File: config.mk
export PLATFORM = sky130hd
export DESIGN_NAME = quote_aware_field_splitter_flat
export DESIGN_NICKNAME = d
export VERILOG_FILES = /design/src/rtl/core/qafs_pkg.sv /design/src/rtl/core/qafs_req_if.sv /design/src/rtl/core/qafs_rsp_if.sv /design/src/rtl/core/quote_aware_field_splitter.sv /design/src/rtl/core/qafs_front.sv /design/src/rtl/core/qafs_queue.sv /design/src/rtl/core/qafs_back.sv /design/src/flat_wrapper.sv
export SDC_FILE = /design/constraint.sdc
export NUM_CORES = 1
export LEC_CHECK = 0
export BUFFER_PORTS_ARGS = -buffer_cell sky130_fd_sc_hd__buf_2
export CAP_MARGIN = 20
export CORE_ASPECT_RATIO = 1.2
export CORE_MARGIN = 2
export CORE_UTILIZATION = 55
export DETAILED_ROUTE_END_ITERATION = 8
export PLACE_DENSITY = 0.76
export SLEW_MARGIN = 20
export SYNTH_ARGS = -nofsm -noshare
export SYNTH_HDL_FRONTEND = slang
export SYNTH_SLANG_ARGS = --single-unit
export TNS_END_PERCENT = 100
File: constraint.sdc
create_clock -name clock -period 2.7 [get_ports clock]
set_input_delay 0.135 -clock clock [delete_from_list [all_inputs] [get_ports clock]]
set_output_delay 0.135 -clock clock [all_outputs]
set_load 0.01 [all_outputs]
File: src/rtl/core/qafs_pkg.sv
// shared types and constants for the quote aware field splitter
// no dependencies
package qafs_pkg;

   localparam int CHAR_W       = 8;
   localparam int CSR_INDEX_W  = 3;
   localparam int CSR_DATA_W   = 8;
   localparam int COUNT_W      = 3;
   localparam int MAX_RESULTS  = 4;
   localparam int QUEUE_DEPTH_DEFAULT = 4;

   localparam logic [CHAR_W-1:0] CH_DQ = 8'h22;
   localparam logic [CHAR_W-1:0] CH_SQ = 8'h27;
   localparam logic [CHAR_W-1:0] CH_BS = 8'h5c;

   localparam logic [COUNT_W-1:0] MAX_DELIMS = 3'd4;

   localparam logic [CSR_INDEX_W-1:0] CSR_DELIM_A     = 3'd0;
   localparam logic [CSR_INDEX_W-1:0] CSR_DELIM_B     = 3'd1;
   localparam logic [CSR_INDEX_W-1:0] CSR_DELIM_C     = 3'd2;
   localparam logic [CSR_INDEX_W-1:0] CSR_DELIM_D     = 3'd3;
   localparam logic [CSR_INDEX_W-1:0] CSR_DELIM_COUNT = 3'd4;

   localparam logic [CHAR_W-1:0]  DELIM_A_RESET     = 8'd32;
   localparam logic [CHAR_W-1:0]  DELIM_B_RESET     = 8'd44;
   localparam logic [CHAR_W-1:0]  DELIM_C_RESET     = 8'd9;
   localparam logic [CHAR_W-1:0]  DELIM_D_RESET     = 8'd59;
   localparam logic [COUNT_W-1:0] DELIM_COUNT_RESET = 3'd1;

   typedef enum logic [1:0] {
      KIND_CHAR      = 2'd0,
      KIND_FIELD_END = 2'd1,
      KIND_STATUS    = 2'd2
   } kind_type;

   typedef enum logic [1:0] {
      QUOTE_NONE   = 2'd0,
      QUOTE_DOUBLE = 2'd1,
      QUOTE_SINGLE = 2'd2
   } quote_type;

   typedef struct packed {
      logic [CHAR_W-1:0]  delim_a;
      logic [CHAR_W-1:0]  delim_b;
      logic [CHAR_W-1:0]  delim_c;
      logic [CHAR_W-1:0]  delim_d;
      logic [COUNT_W-1:0] delim_count;
   } cfg_type;

   typedef struct packed {
      kind_type          kind;
      logic [CHAR_W-1:0] ch;
      logic              uq;
   } result_type;

   typedef struct packed {
      logic [MAX_RESULTS-1:0]                mask;
      result_type [MAX_RESULTS-1:0]          res;
   } bundle_type;

endpackage

File: src/rtl/core/qafs_req_if.sv
// input channel of the field splitter: one character beat
// depends on qafs_pkg
interface qafs_req_if;
   logic                        valid;
   logic                        ready;
   logic [qafs_pkg::CHAR_W-1:0] ch;
   logic                        has_char;
   logic                        final_item;

   modport source (output valid, ch, has_char, final_item, input ready);
   modport sink   (input valid, ch, has_char, final_item, output ready);
endinterface

File: src/rtl/core/qafs_rsp_if.sv
// result channel of the field splitter: one result beat
// depends on qafs_pkg
interface qafs_rsp_if;
   logic                        valid;
   logic                        ready;
   qafs_pkg::kind_type          kind;
   logic [qafs_pkg::CHAR_W-1:0] out_ch;
   logic                        unmatched_quote;
   logic                        run_last;

   modport source (output valid, kind, out_ch, unmatched_quote, run_last, input ready);
   modport sink   (input valid, kind, out_ch, unmatched_quote, run_last, output ready);
endinterface

File: src/rtl/core/quote_aware_field_splitter.sv
// quote aware field splitter, top level with delimiter registers
// depends on qafs_pkg, qafs_req_if, qafs_rsp_if, qafs_front, qafs_queue, qafs_back
//
// usage: one character per req beat (has_char set), final_item marks the end of a
// string; an end-only beat (has_char clear, final_item set) closes a string. each
// rsp beat is a field character, an end of field or an end of string status;
// run_last flags the last result caused by one req beat. beats with no result
// produce nothing. delimiters are written through csr_we/csr_index/csr_wdata
// while the block is idle.
// a beat's results are held in the queue registers and then in the back end's before rsp.
// throughput: one req beat per cycle while the queue is not full; a beat that
// yields k results sends them as k rsp beats, and a queue of QUEUE_DEPTH result
// bundles between the classifier and the result sender absorbs the burst.
// reset: quote, held backslash and field state cleared, delimiters to defaults,
// queue emptied. when rsp stalls the queue fills and req.ready drops once it
// is full; nothing is lost.
module quote_aware_field_splitter #(
   parameter int QUEUE_DEPTH = qafs_pkg::QUEUE_DEPTH_DEFAULT
) (
   input  logic                            clock,
   input  logic                            reset,
   qafs_req_if.sink                        req,
   qafs_rsp_if.source                      rsp,
   input  logic                            csr_we,
   input  logic [qafs_pkg::CSR_INDEX_W-1:0] csr_index,
   input  logic [qafs_pkg::CSR_DATA_W-1:0]  csr_wdata
);

   qafs_pkg::cfg_type    cfg_ff, cfg_in;
   logic                 push_valid;
   qafs_pkg::bundle_type push_data;
   logic                 queue_full;
   logic                 head_valid;
   logic                 pop;
   qafs_pkg::bundle_type head;

   always_comb begin
      cfg_in = cfg_ff;
      if (csr_we) begin
         unique case (csr_index)
            qafs_pkg::CSR_DELIM_A:     cfg_in.delim_a = csr_wdata;
            qafs_pkg::CSR_DELIM_B:     cfg_in.delim_b = csr_wdata;
            qafs_pkg::CSR_DELIM_C:     cfg_in.delim_c = csr_wdata;
            qafs_pkg::CSR_DELIM_D:     cfg_in.delim_d = csr_wdata;
            qafs_pkg::CSR_DELIM_COUNT: cfg_in.delim_count = csr_wdata[qafs_pkg::COUNT_W-1:0];
            default:                   cfg_in = cfg_ff;
         endcase
      end
   end

   always_ff @(posedge clock) begin
      if (reset) begin
         cfg_ff.delim_a     <= qafs_pkg::DELIM_A_RESET;
         cfg_ff.delim_b     <= qafs_pkg::DELIM_B_RESET;
         cfg_ff.delim_c     <= qafs_pkg::DELIM_C_RESET;
         cfg_ff.delim_d     <= qafs_pkg::DELIM_D_RESET;
         cfg_ff.delim_count <= qafs_pkg::DELIM_COUNT_RESET;
      end else begin
         cfg_ff <= cfg_in;
      end
   end

   qafs_front u_front (
      .clock      (clock),
      .reset      (reset),
      .req        (req),
      .cfg        (cfg_ff),
      .queue_full (queue_full),
      .push_valid (push_valid),
      .push_data  (push_data)
   );

   qafs_queue #(
      .DEPTH (QUEUE_DEPTH)
   ) u_queue (
      .clock      (clock),
      .reset      (reset),
      .push_valid (push_valid),
      .push_data  (push_data),
      .full       (queue_full),
      .not_empty  (head_valid),
      .pop        (pop),
      .head       (head)
   );

   qafs_back u_back (
      .clock      (clock),
      .reset      (reset),
      .head_valid (head_valid),
      .head       (head),
      .pop        (pop),
      .rsp        (rsp)
   );

`ifndef SYNTH
   a_no_overflow: assert property (@(posedge clock) disable iff (reset)
      !(push_valid && queue_full))
      else $error("bundle pushed into a full queue");

   a_status_last: assert property (@(posedge clock) disable iff (reset)
      (rsp.valid && (rsp.kind == qafs_pkg::KIND_STATUS)) |-> rsp.run_last)
      else $error("status result not last of its beat");

   a_uq_only_status: assert property (@(posedge clock) disable iff (reset)
      (rsp.valid && rsp.unmatched_quote) |-> (rsp.kind == qafs_pkg::KIND_STATUS))
      else $error("unmatched quote flag outside a status result");

   a_no_pop_when_busy: assert property (@(posedge clock) disable iff (reset)
      (rsp.valid && !rsp.ready) |-> !pop)
      else $error("bundle taken while a result is stalled");
`endif

endmodule

File: src/rtl/core/qafs_front.sv
// front end: takes character beats, tracks quote state, builds result bundles
// depends on qafs_pkg and qafs_req_if
module qafs_front (
   input  logic                 clock,
   input  logic                 reset,
   qafs_req_if.sink             req,
   input  qafs_pkg::cfg_type    cfg,
   input  logic                 queue_full,
   output logic                 push_valid,
   output qafs_pkg::bundle_type push_data
);

   typedef struct packed {
      qafs_pkg::quote_type  oq;
      logic                 hold;
      logic                 fhc;
      logic                 emit;
      qafs_pkg::result_type r;
   } step_type;

   function automatic logic is_delim(logic [qafs_pkg::CHAR_W-1:0] c, qafs_pkg::cfg_type k);
      logic [qafs_pkg::COUNT_W-1:0] n;
      n = (k.delim_count > qafs_pkg::MAX_DELIMS) ? qafs_pkg::MAX_DELIMS : k.delim_count;
      return ((n >= 3'd1) && (c == k.delim_a)) || ((n >= 3'd2) && (c == k.delim_b)) ||
             ((n >= 3'd3) && (c == k.delim_c)) || ((n >= 3'd4) && (c == k.delim_d));
   endfunction

   function automatic logic closes(qafs_pkg::quote_type oq, logic [qafs_pkg::CHAR_W-1:0] c);
      return ((oq == qafs_pkg::QUOTE_DOUBLE) && (c == qafs_pkg::CH_DQ)) ||
             ((oq == qafs_pkg::QUOTE_SINGLE) && (c == qafs_pkg::CH_SQ));
   endfunction

   function automatic step_type handle(qafs_pkg::quote_type oq, logic fhc,
                                       logic [qafs_pkg::CHAR_W-1:0] c, logic can_hold,
                                       qafs_pkg::cfg_type k);
      step_type s;
      s.oq   = oq;
      s.hold = 1'b0;
      s.fhc  = fhc;
      s.emit = 1'b0;
      s.r    = '{kind: qafs_pkg::KIND_CHAR, ch: '0, uq: 1'b0};
      priority if ((oq == qafs_pkg::QUOTE_NONE) &&
                   ((c == qafs_pkg::CH_DQ) || (c == qafs_pkg::CH_SQ))) begin
         s.oq = (c == qafs_pkg::CH_DQ) ? qafs_pkg::QUOTE_DOUBLE : qafs_pkg::QUOTE_SINGLE;
      end else if ((c == qafs_pkg::CH_BS) && can_hold) begin
         s.hold = 1'b1;
      end else if (closes(oq, c)) begin
         s.oq = qafs_pkg::QUOTE_NONE;
      end else if ((oq == qafs_pkg::QUOTE_NONE) && is_delim(c, k)) begin
         if (fhc) begin
            s.emit   = 1'b1;
            s.r.kind = qafs_pkg::KIND_FIELD_END;
            s.fhc    = 1'b0;
         end
      end else begin
         s.emit = 1'b1;
         s.r.ch = c;
         s.fhc  = 1'b1;
      end
      return s;
   endfunction

   qafs_pkg::quote_type oq_ff, oq_in;
   logic                held_ff, held_in;
   logic                fhc_ff, fhc_in;

   logic     accept;
   logic     esc;
   logic     bs_path;
   logic     ch_path;
   step_type h1, h2;
   qafs_pkg::bundle_type b;

   assign req.ready = !queue_full;
   assign accept    = req.valid && req.ready;

   always_comb begin
      esc = 1'b0;
      if (oq_ff == qafs_pkg::QUOTE_NONE) begin
         esc = (req.ch == qafs_pkg::CH_DQ) || (req.ch == qafs_pkg::CH_SQ);
      end else begin
         esc = closes(oq_ff, req.ch);
      end
      bs_path = held_ff && ((req.has_char && !esc) || (!req.has_char && req.final_item));
      ch_path = req.has_char && !(held_ff && esc);

      h1 = handle(oq_ff, fhc_ff, qafs_pkg::CH_BS, 1'b0, cfg);
      if (bs_path) begin
         h2 = handle(h1.oq, h1.fhc, req.ch, !req.final_item, cfg);
      end else begin
         h2 = handle(oq_ff, fhc_ff, req.ch, !req.final_item, cfg);
      end

      b.mask = '0;
      for (int i = 0; i < qafs_pkg::MAX_RESULTS; i++) begin
         b.res[i] = '{kind: qafs_pkg::KIND_CHAR, ch: '0, uq: 1'b0};
      end
      oq_in   = oq_ff;
      held_in = held_ff;
      fhc_in  = fhc_ff;

      if (req.has_char && held_ff && esc) begin
         b.mask[0]   = 1'b1;
         b.res[0].ch = req.ch;
         fhc_in      = 1'b1;
         held_in     = 1'b0;
      end else if (bs_path) begin
         b.mask[0] = h1.emit;
         b.res[0]  = h1.r;
         oq_in     = h1.oq;
         fhc_in    = h1.fhc;
         held_in   = 1'b0;
      end
      if (ch_path) begin
         b.mask[1] = h2.emit;
         b.res[1]  = h2.r;
         oq_in     = h2.oq;
         fhc_in    = h2.fhc;
         held_in   = h2.hold;
      end

      if (req.final_item) begin
         b.mask[2]      = fhc_in;
         b.res[2].kind  = qafs_pkg::KIND_FIELD_END;
         b.mask[3]      = 1'b1;
         b.res[3].kind  = qafs_pkg::KIND_STATUS;
         b.res[3].uq    = (oq_in != qafs_pkg::QUOTE_NONE);
         oq_in          = qafs_pkg::QUOTE_NONE;
         held_in        = 1'b0;
         fhc_in         = 1'b0;
      end
   end

   assign push_valid = accept && (b.mask != '0);
   assign push_data  = b;

   always_ff @(posedge clock) begin
      if (reset) begin
         oq_ff   <= qafs_pkg::QUOTE_NONE;
         held_ff <= 1'b0;
         fhc_ff  <= 1'b0;
      end else if (accept) begin
         oq_ff   <= oq_in;
         held_ff <= held_in;
         fhc_ff  <= fhc_in;
      end
   end

endmodule

File: src/rtl/core/qafs_queue.sv
// short bundle queue between front and back end, register based
// depends on qafs_pkg
module qafs_queue #(
   parameter int DEPTH = qafs_pkg::QUEUE_DEPTH_DEFAULT
) (
   input  logic                 clock,
   input  logic                 reset,
   input  logic                 push_valid,
   input  qafs_pkg::bundle_type push_data,
   output logic                 full,
   output logic                 not_empty,
   input  logic                 pop,
   output qafs_pkg::bundle_type head
);

   localparam int PTR_W = (DEPTH > 1) ? $clog2(DEPTH) : 1;
   localparam int CNT_W = $clog2(DEPTH + 1);
   localparam logic [PTR_W-1:0] LAST = PTR_W'(DEPTH - 1);
   localparam logic [CNT_W-1:0] FULL_COUNT = CNT_W'(DEPTH);

   qafs_pkg::bundle_type mem_ff [DEPTH];
   logic [PTR_W-1:0] wr_ff, wr_in;
   logic [PTR_W-1:0] rd_ff, rd_in;
   logic [CNT_W-1:0] cnt_ff, cnt_in;
   logic             do_push, do_pop;

   assign full      = (cnt_ff == FULL_COUNT);
   assign not_empty = (cnt_ff != '0);
   assign do_push   = push_valid && !full;
   assign do_pop    = pop && not_empty;
   assign head      = mem_ff[rd_ff];

   always_comb begin
      wr_in  = do_push ? ((wr_ff == LAST) ? '0 : wr_ff + 1'b1) : wr_ff;
      rd_in  = do_pop  ? ((rd_ff == LAST) ? '0 : rd_ff + 1'b1) : rd_ff;
      cnt_in = cnt_ff;
      if (do_push && !do_pop) begin
         cnt_in = cnt_ff + 1'b1;
      end else if (do_pop && !do_push) begin
         cnt_in = cnt_ff - 1'b1;
      end
   end

   always_ff @(posedge clock) begin
      if (reset) begin
         wr_ff  <= '0;
         rd_ff  <= '0;
         cnt_ff <= '0;
      end else begin
         wr_ff  <= wr_in;
         rd_ff  <= rd_in;
         cnt_ff <= cnt_in;
      end
   end

   always_ff @(posedge clock) begin
      if (do_push) begin
         mem_ff[wr_ff] <= push_data;
      end
   end

endmodule

File: src/rtl/core/qafs_back.sv
// back end: holds one bundle and sends its results one beat at a time
// depends on qafs_pkg and qafs_rsp_if
module qafs_back (
   input  logic                 clock,
   input  logic                 reset,
   input  logic                 head_valid,
   input  qafs_pkg::bundle_type head,
   output logic                 pop,
   qafs_rsp_if.source           rsp
);

   logic [qafs_pkg::MAX_RESULTS-1:0]     mask_ff, mask_in;
   qafs_pkg::result_type [qafs_pkg::MAX_RESULTS-1:0] res_ff;
   logic [qafs_pkg::MAX_RESULTS-1:0]     sel;
   logic [qafs_pkg::MAX_RESULTS-1:0]     rest;
   qafs_pkg::result_type                 cur;

   always_comb begin
      sel = mask_ff & (~mask_ff + 1'b1);
      cur = '{kind: qafs_pkg::KIND_CHAR, ch: '0, uq: 1'b0};
      for (int i = 0; i < qafs_pkg::MAX_RESULTS; i++) begin
         if (sel[i]) begin
            cur = res_ff[i];
         end
      end
   end

   assign rsp.valid           = (mask_ff != '0);
   assign rsp.kind            = cur.kind;
   assign rsp.out_ch          = cur.ch;
   assign rsp.unmatched_quote = cur.uq;
   assign rsp.run_last        = ((mask_ff & ~sel) == '0);

   assign rest    = (rsp.valid && rsp.ready) ? (mask_ff & ~sel) : mask_ff;
   assign pop     = (rest == '0) && head_valid;
   assign mask_in = pop ? head.mask : rest;

   always_ff @(posedge clock) begin
      if (reset) begin
         mask_ff <= '0;
      end else begin
         mask_ff <= mask_in;
      end
   end

   always_ff @(posedge clock) begin
      if (pop) begin
         res_ff <= head.res;
      end
   end

endmodule

File: src/flat_wrapper.sv
// flat-port wrapper written by rule: the top's interface ports become plain ports
module quote_aware_field_splitter_flat 
#(
   parameter int QUEUE_DEPTH = qafs_pkg::QUEUE_DEPTH_DEFAULT
)
  (clock, reset, csr_we, csr_index, csr_wdata, req_valid, req_ch, req_has_char, req_final_item, req_ready, rsp_valid, rsp_kind, rsp_out_ch, rsp_unmatched_quote, rsp_run_last, rsp_ready);
  qafs_req_if req_i ();
  qafs_rsp_if rsp_i ();
  input  logic clock;
  input  logic reset;
  input  logic csr_we;
  input  logic [qafs_pkg::CSR_INDEX_W-1:0] csr_index;
  input  logic [qafs_pkg::CSR_DATA_W-1:0] csr_wdata;
  input wire logic [$bits(req_i.valid)-1:0] req_valid;
  input wire logic [$bits(req_i.ch)-1:0] req_ch;
  input wire logic [$bits(req_i.has_char)-1:0] req_has_char;
  input wire logic [$bits(req_i.final_item)-1:0] req_final_item;
  output wire logic [$bits(req_i.ready)-1:0] req_ready;
  output wire logic [$bits(rsp_i.valid)-1:0] rsp_valid;
  output wire logic [$bits(rsp_i.kind)-1:0] rsp_kind;
  output wire logic [$bits(rsp_i.out_ch)-1:0] rsp_out_ch;
  output wire logic [$bits(rsp_i.unmatched_quote)-1:0] rsp_unmatched_quote;
  output wire logic [$bits(rsp_i.run_last)-1:0] rsp_run_last;
  input wire logic [$bits(rsp_i.ready)-1:0] rsp_ready;
  assign req_i.valid = req_valid;
  assign req_i.ch = req_ch;
  assign req_i.has_char = req_has_char;
  assign req_i.final_item = req_final_item;
  assign req_ready = req_i.ready;
  assign rsp_valid = rsp_i.valid;
  assign rsp_kind = rsp_i.kind;
  assign rsp_out_ch = rsp_i.out_ch;
  assign rsp_unmatched_quote = rsp_i.unmatched_quote;
  assign rsp_run_last = rsp_i.run_last;
  assign rsp_i.ready = rsp_ready;
  quote_aware_field_splitter #(.QUEUE_DEPTH(QUEUE_DEPTH)) u_core (.clock(clock), .reset(reset), .req(req_i), .rsp(rsp_i), .csr_we(csr_we), .csr_index(csr_index), .csr_wdata(csr_wdata));
endmodule
==> flow_summary.toml <==
[route]
via_count = 4561
detail-route-antenna-nets = 0
dr.pass1.iters = 4
wl_per_cell_um = 18.68
avgViaCountPerCell = 5.840
finalWirelength_um = 14590
first_iter_violations = 277
drc = 0

[synth]
synthTopCellsByArea = "edfxtp_1, dfxtp_1, mux4_2"
synth-seq-cells = 164
synth_cells = 548
synth_edf_count = 112
syn_avg_cell_area_sq_um = 13.16
synthArstFlopShare = 0
synth_flop_cell = "edfxtp_1"
yosysTopAreaCell = "edfxtp_1"
ys_warn_count = 0
yosysUniqueCellTypes = 65
synth_top_area_frac = 0.4663
seq_area_frac_synth = 0.6107
syn_area_sq_um = 7212

[power_and_ir_drop]
ir_drop_v = 0.0004080
power_leakage_nw = 2.986
power-per-cell-area_nw_per_um2 = 870.7
p_int_mw = 5.358
p_sw_mw = 1.903
sw_frac_of_total = 0.2621
clkPwrFrac = 0.336
p_seq_frac = 0.457
p_comb_frac = 0.208

[global_routing]
antenna_found_initial = 0
overflow = 0
grt.total_usage = 0.2206
grt_max_degree = 38
grt_first_pass_wirelength_um = 23230
grt_pass1_vias = 4588

[placed_design]
dp_slack_ns = -0.06072
placed_area_sq_um = 7682
hpwl_um = 9846
io_buffers = 39
gp_congestion = 0.8817

[timing]
timing.slew.headroom = 0.4642
worst_slew_pin_slew_ns = 0.8008
slew_violations = 0
skew_ns = 0.01006
setup_ws_ns = 0.01680
fin_crit_ns = 2.683
period_share = 0.9938
rsz0062_at_grt = "yes"
hold_viol = 0
fmaxAchievable_mhz = 372.7
finalSetupViolCount = 0

[clock_network]
cts_tree = "done"
cts.clk_slew.worst_paths_ns = 0.06
root_buffer = "clkbuf_16"
clk_path_buf_depth = 2
clk_latency_ns = 0.41
numCtsBuffers = 17
h-tree-depth = 4
clock_sinks = 164

[worst_setup_path]
cp-start-kind = "flip-flop"
crit_required_ns = 3.04
slowest_delay_ns = 0.38
r2r_setup_slack_ns = 0.02
path_max_fanout = 3
cp.arrival_ns = 3.02
cp.depth = 14
crit_type = "reg2reg"
timing.rr.end = "u_core.u_queue.cnt_ff[2]"
reg2reg_from = "u_core.u_front.oq_ff[1]"
cp-end-kind = "flip-flop"
critPathBufInv = 2
crit_path_cell_trace = "or3_4 > nand2_4 > nand4_4 > inv_2 > nor4_2 > a21oi_4 > o21ai_2 > a21oi_4 > ha_4 > inv_2 > fa_2 > xor2_1 > or3_1 > a21oi_2"
rr_worst_depth = 14
path_delay_family = "simple AND/OR/NAND/NOR gates"
cpMaxStageDelayCell = "or3_4"

[die]
pin_count = 40
die_w_um = 108.5
fp-row-count = 45
start_util = 0.5668
dieArea_sq_um = 14050
core_area_sq_um = 12720
dieHeight_um = 129.4

[layout]
finalInstanceArea_sq_um = 8339
layout-drive-gt1-share = 0.2301
num-fill-cells = 936
seqCellArea_sq_um = 4409
diodes = 0
nNetsFinal = 637
multi_input_area_sq_um = 2676
mostFrequentLayoutCells = "edfxtp_1, nand2_1, dfxtp_1"
final_common_cell = "edfxtp_1"
syn_to_final_growth_pct = 15.63

[status]
status = "finished, final reports clean"

[hold_path]
holdPathEnd = "u_core.cfg_ff[25]"
hold_start = "csr_wdata[6]"
hold_depth = 3
min_path_type = "in2reg"

[flow_run]
drv_cap = 0
[power groups by stage]
stage | combinational, mW | clock, mW | sequential, mW
CTS | 1.50 | 2.47 | 3.32
floorplan | 1.10 | 0 | 3.28
finish | 1.51 | 2.44 | 3.31
global route | 1.66 | 2.56 | 3.35
detailed placement | 1.47 | 0 | 3.37
global placement | 1.43 | 0 | 3.35
[registers in the layout (all words and copies together), names as in the netlist, named ones only]
signal                  flops
u_core.u_front.oq_ff        2
u_core.u_queue.wr_ff        2
u_core.u_front.fhc_ff       1
u_core.u_front.held_ff      1
u_core.u_back.res_ff       20
u_core.u_queue.rd_ff        2
u_core.u_queue.mem_ff      92
u_core.u_queue.cnt_ff       3
u_core.u_back.mask_ff       4
u_core.cfg_ff              35
[logic make-up (layout without fill, tap and decap cells)]
logic type	Yosys count	in the layout	share of synthesized area
compound gates	70	70	0.06593
buf+inv	39	105	0.02533
fa+ha+maj	9	9	0.01596
flops	164	164	0.6107
other cells	1	4	0.0005200
xor+xnor	36	36	0.04372
mux	36	36	0.09056
simple gates	193	193	0.1473
[how the worst max path moves through the flow]
stage / start / endpoint / slack [ns]
floorplan: u_core.u_front.oq_ff[1] / u_core.u_queue.cnt_ff[2] / 0.04
global placement: req_ch[4] / u_core.u_queue.cnt_ff[2] / 0.07
detailed placement: req_ch[4] / u_core.u_queue.cnt_ff[2] / -0.06
CTS: u_core.u_front.oq_ff[1] / u_core.u_queue.cnt_ff[2] / 0.002
global route: u_core.cfg_ff[0] / u_core.u_queue.cnt_ff[2] / -0.09
finish: u_core.u_front.oq_ff[1] / u_core.u_queue.cnt_ff[2] / 0.02
[final cells by class]
| class | count | share of cell area |
|---|---|---|
| clock inverters | 5 | 0.006902 |
| well taps | 164 | 0.02461 |
| flip-flops and latches | 164 | 0.5287 |
| inverters | 9 | 0.004051 |
| repair buffers | 64 | 0.04771 |
| clock buffers | 27 | 0.06707 |
| multi-input cells | 348 | 0.3209 |
[what timing repair did]
| action | 4_1_cts | 5_1_grt |
|---|---|---|
| endpoints found under the hold margin | 1 | 0 |
| endpoints found under the setup margin | 1 | 2 |
| pin swaps | 4 | 3 |
| buffers inserted | 1 | 0 |
| cloned | 0 | 0 |
| gates resized for setup | 3 | 6 |
| hold buffers | 1 | 0 |
[tightest hold or removal path, cell delays in order]
cell and delay (ns):
buf_2 0.14, nand2_1 0.06, a21oi_1 0.05
[cell usage after synthesis, drive strengths merged, types with 2 or more instances]
master and number:
xor2 25, nand4b 2, inv 9, and3 5, o211ai 3, nor3 9
nor4bb 4, nand4 6, clkbuf 16, nand2 64, nor4b 2, o21ai 14
nand3b 12, maj3 2, nor2 28, edfxtp 112, or3 3, or2 4
and2 18, nor4 6, a22o 8, nand3 11, a211o 3, ha 6
and4b 2, o22ai 3, nor2b 7, buf 14, xnor2 11, mux2i 12
a21oi 27, dfxtp 52, nand2b 6, a22oi 2, mux4 23
[per-stage QoR]
stage                     utilization  TNS [ns]  power (mW)  cells  hold WS (ns)
after CTS                      0.6540         0       7.284    781      0.004270
after global routing           0.6554  -0.08584       7.567    781       0.01075
after floorplan                     -         0       4.382    551        0.2339
final                          0.6554         0       7.261    781       0.02083
after global placement         0.6037         0       4.773    747        0.4304
after detailed placement       0.6037  -0.06072       4.841    747        0.4329
[per-layer routing]
metal / wire length, um / track usage / vias up
met3: 591 / 0.04779 / 38
met4: 384 / 0.09578 / 0
met1: 5759 / 0.2526 / 2248
met2: 7855 / 0.3960 / 139
li1: - / - / 2136
met5: 0 / 0 / -
Power figures use the tool's default switching activity.
